[src/rtl/biou_pkg.sv]
// Shared widths, register indexes and types for the box overlap block.
// No dependencies.
`default_nettype none

package biou_pkg;

    localparam int CW         = 12;           // coordinate width
    localparam int EW         = CW + 1;       // edge sum width
    localparam int AW         = 2 * CW;       // area width
    localparam int UW         = AW + 1;       // union width
    localparam int FRAC_BITS  = 16;
    localparam int OW         = FRAC_BITS + 1; // overlap width, holds 1.0
    localparam int CFG_IDX_W  = 3;
    localparam int CFG_DATA_W = (OW > CW) ? OW : CW;

    localparam logic [OW-1:0] THR_RESET = OW'(39322);   // 0.6
    localparam logic [OW-1:0] ONE_FX    = OW'(1 << FRAC_BITS);

    localparam logic [CFG_IDX_W-1:0] CFG_REF_X = CFG_IDX_W'(0);
    localparam logic [CFG_IDX_W-1:0] CFG_REF_Y = CFG_IDX_W'(1);
    localparam logic [CFG_IDX_W-1:0] CFG_REF_W = CFG_IDX_W'(2);
    localparam logic [CFG_IDX_W-1:0] CFG_REF_H = CFG_IDX_W'(3);
    localparam logic [CFG_IDX_W-1:0] CFG_THR   = CFG_IDX_W'(4);

    // Sideband that rides along the divider pipeline.
    typedef struct packed {
        logic last;
        logic zero;     // union was zero, force the result to 0
    } t_side;

endpackage

`default_nettype wire

[src/rtl/biou_div.sv]
// Pipelined restoring divider: one quotient bit per stage, OW stages.
// Gives floor((num << FRAC_BITS) / den) when num <= den. Depends on biou_pkg.
`default_nettype none

module biou_div
    import biou_pkg::*;
(
    input  wire logic          i_clk,
    input  wire logic          i_rst_n,
    input  wire logic          i_valid,
    output logic               o_ready,
    input  wire logic [AW-1:0] i_num,
    input  wire logic [UW-1:0] i_den,
    input  wire t_side         i_side,
    output logic               o_valid,
    input  wire logic          i_ready,
    output logic [OW-1:0]      o_quo,
    output t_side              o_side
);

    logic          r_v    [OW];
    logic [OW-1:0] r_quo  [OW];
    t_side         r_side [OW];
    logic [UW-1:0] r_rem  [OW-1];
    logic [UW-1:0] r_den  [OW-1];
    logic          w_rdy  [OW+1];

    assign w_rdy[OW] = i_ready;
    assign o_ready   = w_rdy[0];
    assign o_valid   = r_v[OW-1];
    assign o_quo     = r_quo[OW-1];
    assign o_side    = r_side[OW-1];

    for (genvar k = 0; k < OW; k++) begin : g_stg
        logic [UW:0]   w_part;
        logic [UW:0]   w_dv;
        logic [UW:0]   w_diff;
        logic          w_ge;
        logic          w_vin;
        t_side         w_sin;
        logic [OW-1:0] w_qin;

        if (k == 0) begin : g_first
            // first step sees the numerator itself (top dividend bits)
            assign w_part = (UW+1)'(i_num);
            assign w_dv   = {1'b0, i_den};
            assign w_vin  = i_valid;
            assign w_sin  = i_side;
            assign w_qin  = '0;
        end else begin : g_next
            assign w_part = {r_rem[k-1], 1'b0};
            assign w_dv   = {1'b0, r_den[k-1]};
            assign w_vin  = r_v[k-1];
            assign w_sin  = r_side[k-1];
            assign w_qin  = r_quo[k-1];
        end

        assign w_ge     = (w_part >= w_dv);
        assign w_diff   = w_part - w_dv;
        assign w_rdy[k] = !r_v[k] || w_rdy[k+1];

        always_ff @(posedge i_clk) begin
            if (!i_rst_n) begin
                r_v[k] <= 1'b0;
            end else if (w_rdy[k]) begin
                r_v[k] <= w_vin;
            end
        end

        always_ff @(posedge i_clk) begin
            if (w_rdy[k] && w_vin) begin
                r_quo[k]  <= {w_qin[OW-2:0], w_ge};
                r_side[k] <= w_sin;
            end
        end

        if (k < OW - 1) begin : g_carry
            always_ff @(posedge i_clk) begin
                if (w_rdy[k] && w_vin) begin
                    r_rem[k] <= w_ge ? w_diff[UW-1:0] : w_part[UW-1:0];
                    r_den[k] <= w_dv[UW-1:0];
                end
            end
        end
    end

endmodule

`default_nettype wire

[config.mk]
export PLATFORM = sky130hd
export DESIGN_NAME = biou_div
export DESIGN_NICKNAME = d
export VERILOG_FILES = /design/src/rtl/biou_pkg.sv /design/src/rtl/biou_div.sv
export SDC_FILE = /design/constraint.sdc
export NUM_CORES = 2
export LEC_CHECK = 0
export BUFFER_PORTS_ARGS = -buffer_cell sky130_fd_sc_hd__buf_2
export CAP_MARGIN = 40
export CORE_ASPECT_RATIO = 1.5
export CORE_MARGIN = 5
export CORE_UTILIZATION = 59
export CTS_BUF_LIST = sky130_fd_sc_hd__clkbuf_16
export CTS_CLUSTER_SIZE = 12
export DETAILED_ROUTE_END_ITERATION = 8
export MAX_ROUTING_LAYER = met4
export PLACE_DENSITY = 0.75
export SETUP_SLACK_MARGIN = 0.02
export SLEW_MARGIN = 20
export SYNTH_ARGS = -nofsm -noshare
export SYNTH_HDL_FRONTEND = slang
export SYNTH_SLANG_ARGS = --single-unit
[constraint.sdc]
create_clock -name i_clk -period 8.4 [get_ports i_clk]
set_input_delay 0.84 -clock i_clk [delete_from_list [all_inputs] [get_ports i_clk]]
set_output_delay 0.84 -clock i_clk [all_outputs]
set_load 0.02 [all_outputs]
After elaboration in Yosys (flattened, before gate mapping) --
Memory sizes are Yosys's and may differ from the RTL's. Cells that the tools add are included.
Word-level totals: register bits 0, RAM bits 1140, bits of input ports 55, output and inout port bits 21, logic and storage cells 225, memories 5
Cells by class: $add $sub $neg 16, magnitude comparators 17, mux-type cells 119, bitwise gates (word level) 17, reduce and logical (&&, ||, !) cells 51
Memories:
- r_den | words 16, width 25, rd ports 16, clocked after Yosys merged registers in 0, wr ports 16, RTL line biou_div.sv:25 | logic [UW-1:0] r_den [OW-1];
- r_rem | words 16, width 25, rd ports 16, clocked after Yosys merged registers in 0, wr ports 16, RTL line biou_div.sv:24 | logic [UW-1:0] r_rem [OW-1];
- r_quo | words 17, width 17, rd ports 17, clocked after Yosys merged registers in 0, wr ports 17, RTL line biou_div.sv:22 | logic [OW-1:0] r_quo [OW];
- r_side | words 17, width 2, rd ports 17, clocked after Yosys merged registers in 0, wr ports 17, RTL line biou_div.sv:23 | t_side r_side [OW];
- r_v | words 17, width 1, rd ports 17, clocked after Yosys merged registers in 0, wr ports 17, RTL line biou_div.sv:21 | logic r_v [OW];
Operators by type and width (count):
- 26-bit by 25-bit >= comparator with 1-bit output | 16
- 25-bit 2-to-1 mux | 16
- 25-bit subtractor | 15
- 1-bit 2-to-1 mux | 103
- 24-bit by 25-bit >= comparator with 1-bit output | 1
- 24-bit by 25-bit subtractor with 25-bit output | 1
- 1-bit logical AND | 17
- 1-bit zero test | 17
- 1-bit logical OR | 17
- 1-bit OR | 17

Longest topological paths before layout --
An unclocked memory read counts as a cell.
depth after elaboration 23, gate-level depth with buffers 15, gate-level depth less buffers 13

Least setup slack after synthesis --
OpenSTA, ideal clock, no wires.
path kind input-to-reg, start input i_ready, end memory r_v[8], data pin, library setup time 165 ps, arrival 6630 ps, data required time 8235 ps, setup slack 1605 ps, stages 9, buffers on the path 2, path through nor2b_1 > and3_1 > clkbuf_1 > nand3_1 > nor2_1 > and3_1 > clkbuf_1 > a21boi_0 > and2_1
RTL lines:
- from (decl) | RTL line biou_div.sv:16 | input wire logic i_ready,
- to (decl) | RTL line biou_div.sv:21

==> flow_metrics.py <==
metrics = {
    "route": {
        "drc_errors": 0,
        "maxUsedRoutingLayer": "met4",
        "wl_um": 120400,
        "vias": 36625,
        "dr.pass1.iters": 7,
        "wl_met1_um": 32600,
        "met2WireLength_um": 72820,
        "wl_per_cell_um": 19.23,
        "via_per_inst": 5.848,
        "routed-wl-met3_um": 2924,
        "drtIter0Drc": 1821,
        "drtAntennaViolNets": 0,
    },
    "floorplanning": {
        "rows": 137,
        "core_sq_um": 93080,
        "pin_count": 76,
        "die-area_sq_um": 100300,
        "die_width_um": 260.2,
        "start_util": 0.5953,
        "die_y_um": 385.3,
    },
    "worst_setup_path": {
        "cp_top_family": "simple AND/OR/NAND/NOR gates",
        "critPathMaxStageDelay_ns": 0.54,
        "path_max_fanout": 9,
        "worstPathArrival_ns": 3.48,
        "criticalPathCategory": "flop to output port",
        "critPathBufInv": 2,
        "slowest_stage": "and3_1",
        "startpoint_type": "flop",
        "path_cells": "nor2b_1, and3_1, nand4_1, nor3_1, buf_4, nand3_1, nor2_1, and2_1, nand2_1, buf_2",
        "r2r.worst_path.cells": 12,
        "cp_num_cells": 10,
        "endpoint_kind": "output port",
        "required_ns": 7.56,
    },
    "timing": {
        "hold_viol": 0,
        "whs_ns": 0.3141,
        "relSlewSlack": 0.3606,
        "rsz0062_at_grt": "false",
        "worst_pin_slew_ns": 0.9471,
        "drv_slew": 0,
        "clock-skew-final_ns": 0.03648,
        "fmax_mhz": 231.5,
        "fin_crit_sh": 0.5142,
        "period_needed_ns": 4.319,
        "setup_slack_ns": 4.081,
        "fin_setup_tns_ns": 0,
        "finalSetupViolations": 0,
    },
    "yosys": {
        "synth_warnings": 0,
        "ys.flop_type": "edfxtp_1",
        "synth-edff-count": 1003,
        "synth_fp_nets": 5332,
        "netlist-cell-type-count": 85,
        "syn_area_sq_um": 55410,
        "synth_seq_cells": 1004,
        "async_flop_share": 0,
        "synth_top_area_frac": 0.5436,
        "synth_most_common_cell": "edfxtp_1",
        "synth_seq_area_share": 0.5439,
        "synth_area_leaders": "edfxtp_1, ha_1, inv_1, o21ai_0, a21oi_1",
        "synthCells": 4838,
        "yosys.area.top_type": "edfxtp_1",
        "syn_area_per_cell_sq_um": 11.45,
        "synth_top_cells_by_count": "edfxtp_1, inv_1, ha_1",
    },
    "cts": {
        "h-tree-depth": 3,
        "clk_latency_ns": 0.71,
        "clockBufferDepth": 3,
        "post_cts_buffers": 0,
        "cts_tree": "built",
        "numCtsBuffers": 97,
        "clk_pin_slew_ns": 0.06,
        "cts_num_sinks": 1004,
        "cts_hold_buf": 0,
        "root_buffer": "clkbuf_16",
        "post_cts_resized": 0,
    },
    "run": {
        "maxCapViolations": 0,
    },
    "layout": {
        "n_fill_cell": 7022,
        "drive_above_1_share": 0.08340,
        "antenna-diode-count": 0,
        "design_area_sq_um": 60310,
        "nets": 5466,
        "seq_area_sq_um": 30140,
        "utilization": 0.6479,
        "multi_input_area_sq_um": 23070,
        "syn_to_final_growth_pct": 8.843,
    },
    "pwr": {
        "total_leakage_power_uw": 0.02404,
        "power_density_nw_per_um2": 169.2,
        "ir_drop_uv": 163.2,
    },
    "placement": {
        "dp_slack_ns": 3.690,
        "port_buffers": 75,
        "dp_hpwl_um": 95590,
        "gp_congestion": 0.9587,
        "dpl_cell_area_sq_um": 57490,
    },
    "global_route": {
        "first_global_vias": 38820,
        "grt_max_degree": 68,
        "antenna_found_initial": 3,
        "grt_pass1_wl_um": 189600,
        "grtUsageTotal": 0.2481,
        "overflow": 0,
    },
    "hold_path": {
        "hold_path_class": "primary input to flop",
        "holdPathStages": 1,
    },
    "run_status": {
        "status": "finished, final reports clean",
    },
}
-- kinds of logic (layout without fill, tap and decap cells) --
kind of cell | Yosys count | after routing | synth area share
compound gates | 1211 | 1211 | 0.1387
simple gates | 1131 | 1131 | 0.09850
flops | 1004 | 1004 | 0.5439
buf+inv | 619 | 793 | 0.04311
fa+ha+maj | 439 | 439 | 0.1013
xor+xnor | 296 | 296 | 0.04679
mux | 138 | 138 | 0.02771
-- through the flow --
stage | cells | total power, uW
floorplan | 4838 | 6196
global placement | 6114 | 6361
detailed placement | 6122 | 6387
CTS | 6261 | 10280
global route | 6263 | 10570
finish | 6263 | 10210
-- final cells by class --
cell class | instances | area share
tap | 1251 | 0.02595
inverter | 533 | 0.03317
timing repair buffer | 121 | 0.01286
multi-input combinational | 3215 | 0.3825
sequential | 1004 | 0.4998
clock inverter | 42 | 0.005539
clock buffer | 97 | 0.04025
-- path summary, 6_finish.rpt --
kind         slack (ns)                    start                 endpoint
max                4.08          r_v[16]$_DFF_P_                  o_ready
min                0.31                 i_den[9]    r_den[0][9]$_DFFE_PP_
max reg2reg        4.22    r_den[0][1]$_DFFE_PP_   r_rem[1][20]$_DFFE_PP_
min reg2reg        0.40  r_quo[0][179]$_DFFE_PP_  r_quo[0][197]$_DFFE_PP_
-- placed cells by master, fill, tap and decap left out, types with 13 or more instances in the layout --
cell	netlist	routed
and3_1	32	32
o21ai_0	329	329
nand3_1	78	78
a211o_1	13	13
nand4_1	53	53
buf_2	28	80
a21oi_1	297	295
a211oi_1	47	46
o21bai_1	32	32
or3_1	21	21
mux2_2	121	121
nor3_1	40	40
mux2i_1	15	15
nand2_1	385	385
a21o_1	156	156
xor2_1	148	148
nor3b_1	18	18
inv_1	528	551
buf_4	8	36
clkbuf_16	0	97
nor2_1	260	260
edfxtp_1	1003	1003
o31ai_1	35	35
a21boi_0	23	21
nand2b_1	63	63
xnor2_1	148	148
and2_1	31	25
fa_1	16	16
a31oi_1	57	54
ha_1	423	423
nor2b_1	68	62
nor4_1	15	15
o21a_1	73	73
-- sequential cells by signal, summed over array words and instances, names as in the netlist --
signal and count:
r_v 17, r_den 400, r_side 34, r_rem 400, r_quo 153
-- worst register-to-register path: cells and delay by family (launching register included) --
kind / cells / cell delay (ns)
compound gates: 7 / 1.98
fa+ha+maj: 1 / 0.45
buf+inv: 2 / 0.71
flops: 1 / 0.43
simple gates: 2 / 0.42
-- metal layers --
metal  vias up  track usage
met5         -            -
met4         0       0.2048
met3       483      0.02417
met2       814       0.5204
met1     17437       0.1705
li1      17891            -
-- power breakdown --
group	switching (uW)	total, uW	internal (uW)	leakage [uW]
sequential	35.5	5580	5550	0.00916
combinational	403	703	300	0.0135
clock	1840	3920	2080	0.00142
Power figures use the tool's default switching activity.
